===== src/design/multi_queue_shared_buffer_defines.svh =====
// ----------------------------------------------------------------------------
// Assertion macros for the multi-queue shared buffer
// Shared helpers for the concurrent checks in the RTL modules. Each macro
// expects signals named clk and rst in the scope where it is used.
// ----------------------------------------------------------------------------
`ifndef MULTI_QUEUE_SHARED_BUFFER_DEFINES_SVH
`define MULTI_QUEUE_SHARED_BUFFER_DEFINES_SVH

// Check that cons holds in the same cycle as ante
`define MQSB_ASSERT_SAME(label, ante, cons, msg) \
  label: assert property (@(posedge clk) disable iff (rst) (ante) |-> (cons)) \
    else $error(msg);

// Check that cons holds in the cycle after ante
`define MQSB_ASSERT_NEXT(label, ante, cons, msg) \
  label: assert property (@(posedge clk) disable iff (rst) (ante) |=> (cons)) \
    else $error(msg);

`endif


===== src/design/mqsb_pkg.sv =====
// ----------------------------------------------------------------------------
// mqsb_pkg: shared types and constants
// Sizes, pointer types, request and status codes for the multi-queue
// shared buffer.
// ----------------------------------------------------------------------------
package mqsb_pkg;

  // Store and queue sizes
  localparam int NUM_SLOTS  = 16;
  localparam int NUM_QUEUES = 4;

  // Slot index and pointer widths; a pointer equal to NUM_SLOTS is null
  localparam int SLOT_W = $clog2(NUM_SLOTS);
  localparam int PTR_W  = $clog2(NUM_SLOTS + 1);
  localparam int QID_W  = (NUM_QUEUES > 1) ? $clog2(NUM_QUEUES) : 1;

  // Field widths on the ports
  localparam int QUEUE_ID_W = 2;
  localparam int DATA_W     = 32;
  localparam int S_TDATA_W  = 40;
  localparam int M_TDATA_W  = 32;

  typedef logic [PTR_W-1:0]  ptr_t;
  typedef logic [SLOT_W-1:0] slot_t;
  typedef logic [QID_W-1:0]  qid_t;

  localparam ptr_t NULL_PTR = PTR_W'(NUM_SLOTS);

  typedef enum logic {
    REQ_ENQ = 1'b0,
    REQ_DEQ = 1'b1
  } req_t;

  typedef enum logic [1:0] {
    STATUS_OK    = 2'd0,
    STATUS_FULL  = 2'd1,
    STATUS_EMPTY = 2'd2
  } status_t;

  // Outcome of one request, from the link manager to the data side
  typedef struct packed {
    status_t status;
    logic    data_we;
    logic    data_rd;
    slot_t   slot;
  } op_res_t;

  // True for a pointer that names a real slot
  function automatic logic is_slot(input ptr_t p);
    return p < PTR_W'(NUM_SLOTS);
  endfunction

endpackage


===== src/design/mqsb_link_mgr.sv =====
// ----------------------------------------------------------------------------
// mqsb_link_mgr: queue and free list pointer manager
// Holds the slot links, the head and tail of every queue and the free list
// head. Serves one enqueue or dequeue per cycle and reports the slot used.
// ----------------------------------------------------------------------------
`include "multi_queue_shared_buffer_defines.svh"

module mqsb_link_mgr (
  input  logic            clk,
  input  logic            rst,
  input  logic            op_valid,
  input  mqsb_pkg::req_t  op_req,
  input  mqsb_pkg::qid_t  op_qid,
  output mqsb_pkg::op_res_t res
);
  import mqsb_pkg::*;

  ptr_t slot_link  [NUM_SLOTS];
  ptr_t queue_head [NUM_QUEUES];
  ptr_t queue_tail [NUM_QUEUES];
  ptr_t free_head;

  ptr_t  head;
  ptr_t  tail;
  ptr_t  rd_ptr;
  ptr_t  nx;
  ptr_t  nx_clean;
  logic  enq_ok;
  logic  deq_ok;

  // Look up the queue and the link behind the slot being taken
  always_comb begin
    head     = queue_head[op_qid];
    tail     = queue_tail[op_qid];
    rd_ptr   = (op_req == REQ_ENQ) ? free_head : head;
    nx       = slot_link[rd_ptr[SLOT_W-1:0]];
    nx_clean = is_slot(nx) ? nx : NULL_PTR;
    enq_ok   = op_valid && (op_req == REQ_ENQ) && is_slot(free_head);
    deq_ok   = op_valid && (op_req == REQ_DEQ) && is_slot(head);
  end

  // Report the outcome to the data side
  always_comb begin
    res.slot    = rd_ptr[SLOT_W-1:0];
    res.data_we = enq_ok;
    res.data_rd = deq_ok;
    if (op_req == REQ_ENQ) begin
      res.status = is_slot(free_head) ? STATUS_OK : STATUS_FULL;
    end else begin
      res.status = is_slot(head) ? STATUS_OK : STATUS_EMPTY;
    end
  end

  // Relink slots and advance pointers
  always_ff @(posedge clk) begin
    if (rst) begin
      for (int i = 0; i < NUM_SLOTS; i++) begin
        slot_link[i] <= PTR_W'(i + 1);
      end
      for (int i = 0; i < NUM_QUEUES; i++) begin
        queue_head[i] <= NULL_PTR;
        queue_tail[i] <= NULL_PTR;
      end
      free_head <= '0;
    end else if (enq_ok) begin
      free_head <= nx_clean;
      if (!is_slot(head)) begin
        queue_head[op_qid] <= free_head;
      end else if (is_slot(tail)) begin
        slot_link[tail[SLOT_W-1:0]] <= free_head;
      end
      slot_link[free_head[SLOT_W-1:0]] <= NULL_PTR;
      queue_tail[op_qid] <= free_head;
    end else if (deq_ok) begin
      queue_head[op_qid] <= nx_clean;
      slot_link[head[SLOT_W-1:0]] <= free_head;
      free_head <= head;
    end
  end

  // Pointer bookkeeping checks
  `MQSB_ASSERT_NEXT(a_enq_sets_tail, enq_ok, queue_tail[$past(op_qid)] == $past(free_head), "enqueue did not move the tail to the taken slot")
  `MQSB_ASSERT_NEXT(a_deq_frees_head, deq_ok, free_head == $past(head), "dequeue did not return the head slot to the free list")
  `MQSB_ASSERT_SAME(a_free_head_range, 1'b1, free_head <= NULL_PTR, "free list head out of range")

endmodule


===== src/design/multi_queue_shared_buffer.sv =====
// ----------------------------------------------------------------------------
// multi_queue_shared_buffer: several FIFO queues in one linked slot store
// Enqueue takes a slot from the free list and links it after the queue tail;
// dequeue unlinks the queue head and returns it to the free list.
// ----------------------------------------------------------------------------
//  channel  dir  tdata                         tuser
//  s_*      in   [1:0] queue_id, [33:2] data   [0] req_type (0 enq, 1 deq)
//  m_*      out  [31:0] data_out               [1:0] status
//
// One item per cycle sustained while m_* is not stalled; the result passes
// through the input register, then pointer update and result register.
// Every request that succeeds updates the links and pointers in the cycle it leaves the
// input register, so the next item sees the new state without a gap.
// Reset restores the link chain and pointers all at once; no clearing pass.
// A stall on m_* holds the result and the waiting input item in place.
// ----------------------------------------------------------------------------
`include "multi_queue_shared_buffer_defines.svh"

module multi_queue_shared_buffer (
  input  logic                           clk,
  input  logic                           rst,
  input  logic                           s_tvalid,
  output logic                           s_tready,
  input  logic [mqsb_pkg::S_TDATA_W-1:0] s_tdata,   // queue_id, data_in, zero pad
  input  logic                           s_tuser,   // req_type
  output logic                           m_tvalid,
  input  logic                           m_tready,
  output logic [mqsb_pkg::M_TDATA_W-1:0] m_tdata,   // data_out
  output logic [1:0]                     m_tuser    // status
);
  import mqsb_pkg::*;

  // Input register
  logic                  in_valid;
  req_t                  in_req;
  logic [QUEUE_ID_W-1:0] in_qid;
  logic [DATA_W-1:0]     in_data;

  // Result register
  logic                  out_valid;
  logic [DATA_W-1:0]     data_out;
  status_t               status;

  logic [DATA_W-1:0]     slot_data [NUM_SLOTS];
  logic                  advance;
  logic                  proc;
  op_res_t               res;

  assign advance  = !out_valid || m_tready;
  assign proc     = in_valid && advance;
  assign s_tready = !in_valid || advance;
  assign m_tvalid = out_valid;
  assign m_tdata  = data_out;
  assign m_tuser  = status;

  // Capture the next item
  always_ff @(posedge clk) begin
    if (rst) begin
      in_valid <= 1'b0;
    end else if (s_tready) begin
      in_valid <= s_tvalid;
    end
  end

  always_ff @(posedge clk) begin
    if (s_tvalid && s_tready) begin
      in_req  <= req_t'(s_tuser);
      in_qid  <= s_tdata[QUEUE_ID_W-1:0];
      in_data <= s_tdata[QUEUE_ID_W +: DATA_W];
    end
  end

  mqsb_link_mgr u_link_mgr (
    .clk      (clk),
    .rst      (rst),
    .op_valid (proc),
    .op_req   (in_req),
    .op_qid   (in_qid[QID_W-1:0]),
    .res      (res)
  );

  // Hold result until taken
  always_ff @(posedge clk) begin
    if (rst) begin
      out_valid <= 1'b0;
    end else if (advance) begin
      out_valid <= in_valid;
    end
  end

  // Slot store: write on enqueue, read into the result on dequeue
  always_ff @(posedge clk) begin
    if (res.data_we) begin
      slot_data[res.slot] <= in_data;
    end
  end

  always_ff @(posedge clk) begin
    if (proc) begin
      status   <= res.status;
      data_out <= res.data_rd ? slot_data[res.slot] : '0;
    end
  end

  // Datapath checks
  `MQSB_ASSERT_SAME(a_ready_only_on_stall, !s_tready, in_valid && out_valid && !m_tready, "input blocked without a stalled result")
  `MQSB_ASSERT_SAME(a_error_zero_data, out_valid && status != STATUS_OK, data_out == '0, "error result carries data")
  `MQSB_ASSERT_NEXT(a_enq_zero_data, proc && in_req == REQ_ENQ, out_valid && data_out == '0, "enqueue result not zero")

endmodule


===== config.mk =====
export PLATFORM = sky130hd
export DESIGN_NAME = multi_queue_shared_buffer
export DESIGN_NICKNAME = d
export VERILOG_FILES = /design/src/design/mqsb_pkg.sv /design/src/design/mqsb_link_mgr.sv /design/src/design/multi_queue_shared_buffer.sv
export VERILOG_INCLUDE_DIRS = /design/src /design/src/design
export SDC_FILE = /design/constraint.sdc
export NUM_CORES = 1
export LEC_CHECK = 0
export ABC_AREA = 1
export BUFFER_PORTS_ARGS = -buffer_cell sky130_fd_sc_hd__buf_2
export CAP_MARGIN = 15
export CORE_UTILIZATION = 45
export CTS_CLUSTER_DIAMETER = 60
export DETAILED_ROUTE_END_ITERATION = 6
export GPL_TIMING_DRIVEN = 0
export PLACE_DENSITY = 0.65
export SYNTH_ARGS = -nofsm -noshare
export SYNTH_HDL_FRONTEND = slang
export SYNTH_SLANG_ARGS = --single-unit
export TNS_END_PERCENT = 50

===== constraint.sdc =====
create_clock -name clk -period 5.3 [get_ports clk]
set_input_delay 1.06 -clock clk [delete_from_list [all_inputs] [get_ports clk]]
set_output_delay 1.06 -clock clk [all_outputs]
set_load 0.05 [all_outputs]

Word-level counts from Yosys, hierarchy flattened
Memory sizes are Yosys's and may differ from the RTL's. A register that Yosys moved wholly into a read port is not among the register bits.
Cells that the tools add are included.
{"block": "op_classes", "n_mux": 44, "n_reduce_logical": 17, "order_cmp": 4, "n_bitwise": 2}
{"cell": "$mux 5", "count": 9}
{"cell": "$mux 1", "count": 25}
{"cell": "$reduce_or 5->1", "count": 5}
{"cell": "$lt 5x5->1 const B", "count": 4}
{"cell": "$mux 4", "count": 4}
{"cell": "$mux 2", "count": 6}
{"cell": "$logic_and 1x1->1", "count": 6}
{"cell": "$logic_not 1->1", "count": 3}
{"cell": "$logic_or 1x1->1", "count": 2}
{"cell": "$reduce_bool 2->1", "count": 1}
{"cell": "$not 1->1", "count": 1}
{"cell": "$or 1x1->1", "count": 1}
{"block": "totals", "word_cells": 78, "mem_count": 4, "regBits": 44, "ram_bits": 632, "out_inout_bits": 36, "inputBits": 45}
{"name": "slot_data", "words": 16, "word_bits": 32, "rd": 1, "rd_clocked_by_memory_dff": 1, "write_ports": 1, "line": "multi_queue_shared_buffer.sv:44", "rtl": "logic [DATA_W-1:0] slot_data [NUM_SLOTS];"}
{"name": "u_link_mgr.slot_link", "words": 16, "word_bits": 5, "rd": 1, "rd_clocked_by_memory_dff": 0, "write_ports": 16, "line": "mqsb_link_mgr.sv:18", "rtl": "ptr_t slot_link [NUM_SLOTS];"}
{"name": "u_link_mgr.queue_head", "words": 4, "word_bits": 5, "rd": 1, "rd_clocked_by_memory_dff": 1, "write_ports": 4, "line": "mqsb_link_mgr.sv:19", "rtl": "ptr_t queue_head [NUM_QUEUES];"}
{"name": "u_link_mgr.queue_tail", "words": 4, "word_bits": 5, "rd": 1, "rd_clocked_by_memory_dff": 1, "write_ports": 4, "line": "mqsb_link_mgr.sv:20", "rtl": "ptr_t queue_tail [NUM_QUEUES];"}

Depth between registers and ports, before layout
Gate-level depths: netlist of run 1.
{"block": "logic_depth", "depth_word": 12, "mapped_depth": 19}

Modules after synthesis
From an unflattened synthesis of run 1, not the netlist that was laid out.
{"block": "hier_totals", "cells_unflattened": 3047, "hier_area_um2": 30007.5}
{"mod": "multi_queue_shared_buffer", "cells_per_inst": 2134, "n_inst": 1, "area_per_inst_um2": 23616.4}
{"mod": "mqsb_link_mgr", "cells_per_inst": 913, "n_inst": 1, "area_per_inst_um2": 6391.1}

Worst setup path before layout of run 1
No wires, ideal clock.
{"block": "synth_timing", "path_type": "input to register", "startpoint": "input m_tready", "endpoint": "memory slot_data[12][0], enable pin", "cell_stages": 8, "path_buffers": 0, "path_slack_ps": 1295, "required_ps": 4879, "setup_ps": 421, "arrival_time_ps": 3584, "cell_sequence": "inv_1 -> nand2_1 -> nand2_1 -> inv_2 -> nand3_1 -> inv_1 -> nand2_1 -> nor2_1"}
{"block": "synth_between", "elab_chain_len": 6}
{"element": "from (decl)", "line": "multi_queue_shared_buffer.sv:27", "rtl": "input logic m_tready,"}
{"element": "$logic_or 1x1->1", "line": "multi_queue_shared_buffer.sv:49", "rtl": "assign advance = !out_valid || m_tready;"}
{"element": "$logic_and 1x1->1", "line": "multi_queue_shared_buffer.sv:50", "rtl": "assign proc = in_valid && advance;"}
{"element": "$logic_and 1x1->1 (2 in a row)", "line": "mqsb_link_mgr.sv:38", "rtl": "enq_ok = op_valid && (op_req == REQ_ENQ) && is_slot(free_head);"}
{"element": "$mux 1", "line": "multi_queue_shared_buffer.sv:93", "rtl": "if (res.data_we) begin"}
{"element": "$mux 1 (implied by the code)", "line": "multi_queue_shared_buffer.sv:94", "rtl": "slot_data[res.slot] <= in_data;"}
{"element": "to (decl)", "line": "multi_queue_shared_buffer.sv:44"}
No other way between the ends.

==> flow_metrics.env, run 1 <==
export IMPL_cts_tree="done"
export IMPL_total_power_mw=12.6
export IMPL_cts_root_buf="clkbuf_16"
export IMPL_yosysMostFrequentCell="nand2_1"
export IMPL_fp_row_count=91
export IMPL_cts_buffer_depth=3
export IMPL_syn2layout_area_growth_pct=15.5
export IMPL_track_usage_pct=24.2
export IMPL_fin_nets=2500
export IMPL_slew_viol_final=0
export IMPL_drive_above_1_share_pct=14.6
export IMPL_synth_cells=2288
export IMPL_cts_resized=0
export IMPL_period_minus_slack_ns=4.19
export IMPL_clkSinkCount=710
export IMPL_postSynthAreaPerCell_um2=12.2
export IMPL_crit_type="input port to flip-flop"
export IMPL_fin_cells=3350
export IMPL_finalHoldViolations=0
export IMPL_seq_area_frac_synth_pct=73.0
export IMPL_relSlewSlack_pct=26.7
export IMPL_cp_end_kind="flip-flop"
export IMPL_vdd_drop_max_mv=0.310
export IMPL_holdWs_ns=0.452
export IMPL_rsz0062_at_grt="false"
export IMPL_dr_pass1_iters=6
export IMPL_vias=18600
export IMPL_post_route_util_pct=52.5
export IMPL_die_w_um=251
export IMPL_post_route_period_util_pct=79.0
export IMPL_num_antenna_cells=0
export IMPL_core_mm2=0.0616
export IMPL_drt_iter0_drc=2158
export IMPL_reg2reg_slack_ns=1.34
export IMPL_stdcell_area_mm2=0.0323
export IMPL_hp_class="flip-flop to flip-flop"
export IMPL_holdBufCountCts=0
export IMPL_io_buffers=73
export IMPL_place_ws_ns=0.330
export IMPL_maxCapViolCount=0
export IMPL_drc=0
export IMPL_fin_setup_tns_ns=0
export IMPL_grt_max_degree=36
export IMPL_antenna_found_initial=1
export IMPL_critPathLaunchType="input port"
export IMPL_max_freq_mhz=239
export IMPL_slowest_stage="inv_2"
export IMPL_required_ns=5.53
export IMPL_clock_skew_ns=0.0158
export IMPL_crit_chain="buf_2 > inv_1 > nand2_1 > nand2_1 > inv_2 > nand3_1 > nor2_4 > inv_2 > nor2_1 > inv_1 > nand2_1 > inv_1 > o21ai_0"
export IMPL_grt_pass1_vias=18600
export IMPL_postLayoutSetupSlackWorst_ns=1.11
export IMPL_powerDensity_mw_per_mm2=389
export IMPL_drtAntennaViolNets=0
export IMPL_arrival_ns=4.42
export IMPL_clock_latency_ns=0.61
export IMPL_wirelength_um=76200
export IMPL_ios=81
export IMPL_vias_per_cell=5.56
export IMPL_dp_cells=3215
export IMPL_crit_fanout=35
export IMPL_netlist_top_cell_by_area="edfxtp_1"
export IMPL_synth_flop_cell="edfxtp_1"
export IMPL_setup_viol=0
export IMPL_netlist_area_leader_share_pct=66.7
export IMPL_synth_edf_count=621
export IMPL_grt_overflow_total=0
export IMPL_start_util_pct=45.4
export IMPL_ys_warn_count=0
export IMPL_dp_hpwl_um=48900
export IMPL_async_flop_share_pct=0
export IMPL_synth_ff_latch_count=710
export IMPL_synthTopCellsByCount="662 x nand2_1, 621 x edfxtp_1, 256 x a22oi_1"
export IMPL_grt_pass1_wl_um=113000
export IMPL_gp_congestion=0.964
export IMPL_placed_cell_area_mm2=0.0299
export IMPL_post_synth_instance_area_mm2=0.0280
export IMPL_synth_top_cells_by_area="edfxtp_1 67%, nand2_1 8.9%, a22oi_1 6.9%, dfxtp_1 6.4%, nor2_1 2.4%"
export IMPL_syn_num_nets=2333
export IMPL_cts_setup_buffers=0
export IMPL_worstMarginPinSlew_ns=1.10
export IMPL_cts_buffers=75
export IMPL_critical_path_max_stage_delay_ns=0.79
export IMPL_die_y_um=251
export IMPL_path_clk_slew_ns=0.06
export IMPL_synth_distinct_cells=34
export IMPL_power_leakage_nw=11.9
export IMPL_die_area_mm2=0.0632
export IMPL_cts_max_level=3
export IMPL_wl_per_cell_um=22.8
export IMPL_status="finished clean"
placed cells by master, fill, tap and decap left out, types with 7 or more instances in the layout:
| master | count |
|---|---|
| buf_2 | 149 |
| nand2_1 | 662 |
| clkinv_2 | 11 |
| o21ai_0 | 26 |
| edfxtp_1 | 621 |
| buf_16 | 7 |
| clkbuf_16 | 81 |
| clkinv_1 | 15 |
| a22oi_1 | 256 |
| inv_1 | 85 |
| buf_12 | 10 |
| nor2_1 | 165 |
| a21oi_1 | 61 |
| nor2_4 | 25 |
| nor2_2 | 12 |
| nand3_1 | 64 |
| dfxtp_1 | 89 |
| inv_2 | 26 |
| o211ai_1 | 15 |
| nand2_2 | 16 |
| clkbuf_1 | 35 |
| o21ai_1 | 24 |
| nor3_1 | 12 |
kinds of logic (layout without fill, tap and decap cells):
| kind of cell | after synthesis | after routing | share of synthesized area [%] |
|---|---|---|---|
| simple gates | 966 | 966 | 14.0 |
| flops | 710 | 710 | 73.0 |
| compound gates | 390 | 390 | 9.47 |
| buf+inv | 222 | 447 | 3.48 |
registers in the layout (all words and copies together), names as in the netlist, named ones only:
name,flops
slot_data,512
u_link_mgr.slot_link,80
in_data,32
m_tdata,32
u_link_mgr.queue_head,20
u_link_mgr.queue_tail,20
u_link_mgr.free_head,5
in_qid,2
m_tuser,2
in_req,1
in_valid,1
m_tvalid,1
routing by layer:
metal	wire, µm	vias to the layer above	global-route usage [%]	part of all wire [%]
li1	-	8486	-	-
met1	30900	9125	31.4	40
met2	36700	828	40.2	48
met3	5790	186	4.36	7.6
met4	2830	0	10.4	3.7
met5	0	-	0	0
area by class of cell:
class,count,area (µm²)
Sequential cell,710,20400
Clock inverter,35,278
Fill cell,5214,29300
Tap cell,837,1050
Multi-Input combinational cell,1356,6690
Clock buffer,100,2140
Inverter,114,430
Timing Repair Buffer,90,758
Buffer,108,542
path summary, 6_finish.rpt:
| check | from | to | depth (start not counted) |
|---|---|---|---|
| max | m_tready | u_link_mgr.queue_head[3][4] | 13 |
| min | u_link_mgr.slot_link[4][0] | u_link_mgr.slot_link[4][0] | 2 |
| max reg2reg | m_tvalid | u_link_mgr.queue_head[3][4] | 11 |
| min reg2reg | u_link_mgr.slot_link[4][0] | u_link_mgr.slot_link[4][0] | 2 |
critical path, delay by kind of cell:
family	cells	cell delay, ns
compound gates	1	0.77
buf+inv	6	1.20
simple gates	6	1.36
report_power, final:
group,total (mW),internal (mW),switching [mW]
Clock,5.15,3.02,2.12
Sequential,6.24,6.16,0.0788
Combinational,1.20,0.328,0.869
Total,12.6,9.51,3.07
(Power assumes the default switching activity.)
==> inputs of run 2 (changes only) <==
--- a/config.mk
+++ b/config.mk
@@ -6,14 +6,14 @@
 export SDC_FILE = /design/constraint.sdc
 export NUM_CORES = 1
 export LEC_CHECK = 0
-export ABC_AREA = 1
+export ABC_AREA = 0
 export BUFFER_PORTS_ARGS = -buffer_cell sky130_fd_sc_hd__buf_2
 export CAP_MARGIN = 15
 export CORE_UTILIZATION = 45
 export CTS_CLUSTER_DIAMETER = 60
 export DETAILED_ROUTE_END_ITERATION = 6
 export GPL_TIMING_DRIVEN = 0
-export PLACE_DENSITY = 0.65
+export PLACE_DENSITY = 0.67
 export SYNTH_ARGS = -nofsm -noshare
 export SYNTH_HDL_FRONTEND = slang
 export SYNTH_SLANG_ARGS = --single-unit
==> constraint.sdc (replaced) <==
create_clock -name clk -period 3.5 [get_ports clk]
set_input_delay 0.7 -clock clk [delete_from_list [all_inputs] [get_ports clk]]
set_output_delay 0.7 -clock clk [all_outputs]
set_load 0.05 [all_outputs]
==> run 2 against run 1 <==
Effect of this change: the flow now finishes with violations (DRC); routed wire length up 12%; worst setup slack got worse by 1.1 ns; final area increased by 4.0%; sequential power is 51% higher; critical path type is now flip-flop to flip-flop; clock power up 47%; largest cell class unchanged; die area increased by 2.5%; via count is 9.7% higher.
==> flow_metrics.env, run 2 <==
export IMPL_status="finished, violations left"
export IMPL_failed_checks="DRC"
export IMPL_combPwrFrac_pct=8.8
export IMPL_cts_root_buf="clkbuf_16"
export IMPL_gp_congestion=0.941
export IMPL_cts_buffers=76
export IMPL_synth_cells=2366
export IMPL_layout_common_cells="751 x nand2_1, 621 x edfxtp_1, 160 x nand3_1, 131 x o211ai_1, 90 x buf_2"
export IMPL_io_buffers=73
export IMPL_seq_area_frac_synth_pct=71.2
export IMPL_finalHoldViolations=0
export IMPL_cts_buffer_depth=3
export IMPL_grt_pass1_wl_um=124000
export IMPL_hp_class="input port to flip-flop"
export IMPL_ios=81
export IMPL_clkSinkCount=710
export IMPL_required_ns=3.88
export IMPL_die_area_mm2=0.0647
export IMPL_grt_overflow_total=0
export IMPL_power_leakage_nw=11.9
export IMPL_ys_warn_count=0
export IMPL_clock_skew_ns=0.0372
export IMPL_cp_common_cell="buf_4"
export IMPL_die_w_um=254
export IMPL_synth_top_cells_by_area="edfxtp_1 65%, nand2_1 9.8%, dfxtp_1 6.2%, o211ai_1 3.4%, nand3_1 2.9%"
export IMPL_slowest_stage="a41oi_1"
export IMPL_relSlewSlack_pct=34.9
export IMPL_crit_chain="buf_2 > buf_6 > mux2i_4 > o221a_2 > buf_4 > buf_4 > buf_4 > clkbuf_2 > nand2_1 > nand3_1 > o211ai_1 > a41oi_1"
export IMPL_slew_viol_final=0
export IMPL_wirelength_um=85000
export IMPL_post_route_period_util_pct=98.6
export IMPL_p_int_mw=14.0
export IMPL_drive_above_1_share_pct=14.5
export IMPL_synth_flop_cell="edfxtp_1"
export IMPL_start_util_pct=45.5
export IMPL_largest_register="slot_data"
export IMPL_grt_max_degree=30
export IMPL_synth_edf_count=621
export IMPL_powerDensity_mw_per_mm2=555
export IMPL_reg_top3="slot_data (512), u_link_mgr.slot_link (80)"
export IMPL_holdWs_ns=0.228
export IMPL_worstMarginPinSlew_ns=0.966
export IMPL_cp_top_family="buffers and inverters"
export IMPL_synth_top_family_by_area="simple AND/OR/NAND/NOR gates"
export IMPL_cts_tree="done"
export IMPL_critPathLaunchType="flip-flop"
export IMPL_netlist_top_cell_by_area="edfxtp_1"
export IMPL_num_fill_cells=5204
export IMPL_syn2layout_area_growth_pct=17.2
export IMPL_syn_num_nets=2411
export IMPL_fp_row_count=92
export IMPL_rsz0062_at_grt="true"
export IMPL_vias=20400
export IMPL_vias_per_cell=5.88
export IMPL_post_synth_instance_area_mm2=0.0287
export IMPL_final_common_cell="nand2_1"
export IMPL_synth_xor_area_share_pct=0
export IMPL_synthMuxAreaShare_pct=1.24
export IMPL_fin_nets=2609
export IMPL_async_flop_share_pct=0
export IMPL_path_clk_slew_ns=0.06
export IMPL_setup_viol=0
export IMPL_synthAdderAreaFrac_pct=0
export IMPL_synth_compound_area_share_pct=8.91
export IMPL_cts_max_level=3
export IMPL_synth_ff_latch_count=710
export IMPL_die_y_um=254
export IMPL_switching_power_mw=4.67
export IMPL_period_minus_slack_ns=3.45
export IMPL_synth_simple_area_share_pct=16.1
export IMPL_share_seq_of_total_power_pct=50.5
export IMPL_antenna_found_initial=2
export IMPL_num_antenna_cells=0
export IMPL_netlist_area_leader_share_pct=65.0
export IMPL_fin_setup_tns_ns=0
export IMPL_critical_path_max_stage_delay_ns=0.45
export IMPL_drt_iter0_drc=2300
export IMPL_synthTopCellsByCount="752 x nand2_1, 621 x edfxtp_1, 164 x nand3_1"
export IMPL_clock_latency_ns=0.64
export IMPL_cp_end_kind="flip-flop"
export IMPL_maxCapViolCount=0
export IMPL_arrival_ns=3.83
export IMPL_drtAntennaViolNets=0
export IMPL_largest_register_ffs=512
export IMPL_vdd_drop_max_mv=0.433
export IMPL_dp_hpwl_um=55200
export IMPL_drc=13
export IMPL_wl_per_cell_um=24.5
export IMPL_postSynthAreaPerCell_um2=12.1
export IMPL_core_mm2=0.0630
export IMPL_synth_distinct_cells=65
export IMPL_cp_buffers_inverters=6
export IMPL_grt_pass1_vias=19700
export IMPL_dr_pass1_iters=7
export IMPL_yosysMostFrequentCell="nand2_1"
export IMPL_crit_fanout=10
export IMPL_track_usage_pct=26.4
export IMPL_crit_type="flip-flop to flip-flop"
export IMPL_swShare_pct=25.1
export IMPL_clkPwrFrac_pct=40.7
export IMPL_max_freq_mhz=290
-- run 2: cell type report --
type	instances	area (µm²)	area share [%]
plain buffers	151	743	2.21
clock buffers	98	2000	5.95
clock inverters	42	337	1.00
inverters	24	90.1	0.268
multi-input cells	1481	7790	23.2
flip-flops and latches	710	20400	60.8
well taps	846	1060	3.15
repair buffers	120	1160	3.44
-- run 2: cells by family after synthesis --
family	count (synthesis)
DFF	710
buffers and inverters	175
muxes	24
AOI/OAI and AO/OA	363
and+or+nand+nor	1094
-- run 2: repair_timing --
| action | CTS | global route |
|---|---|---|
| setup endpoints to repair | 560 | 530 |
| setup buffers | 25 | 1 |
| gates resized for setup | 62 | 68 |
| hold buffers | 0 | 0 |
| pin swaps | 13 | 1 |
-- run 2: power groups by stage --
stage	logic, mW	clock network [mW]	registers (mW)
4_1_cts	1.59	7.64	9.42
3_3_place_gp	1.49	0	9.59
6_report	1.64	7.58	9.42
2_1_floorplan	0.873	0	9.59
5_1_grt	1.74	7.94	9.43
3_5_place_dp	1.55	0	9.59
-- run 2: stage by stage --
stage	util [%]	power, mW	worst slack (ns)	instance area, µm²	cells
after global placement	47.8	11.1	-3.96	30100	3285
final	53.4	18.6	0.0488	33600	3472
after CTS	53.2	18.6	-0.00558	33500	3471
after detailed placement	48.7	11.1	-1.80	30700	3306
after global routing	53.4	19.1	-0.0401	33600	3472
after floorplan	-	10.5	-0.553	28700	2366
-- run 2: worst paths after layout --
| check | startpoint | end | slack, ns | depth (start not counted) |
|---|---|---|---|---|
| max | flip-flop | m_tdata[19] | 0.05 | 12 |
| min | s_tdata[5] | in_data[3] | 0.23 | 1 |
| max reg2reg | flip-flop | m_tdata[19] | 0.05 | 12 |
| min reg2reg | u_link_mgr.slot_link[8][2] | u_link_mgr.slot_link[8][2] | 0.46 | 2 |
-- run 2: layer usage --
| layer | global-route usage (%) | vias up | wire (µm) |
|---|---|---|---|
| li1 | - | 9014 | - |
| met1 | 34.6 | 10100 | 33100 |
| met2 | 43.1 | 1136 | 40500 |
| met3 | 5.02 | 205 | 8110 |
| met4 | 10.8 | 2 | 3260 |
| met5 | 0 | - | 13 |
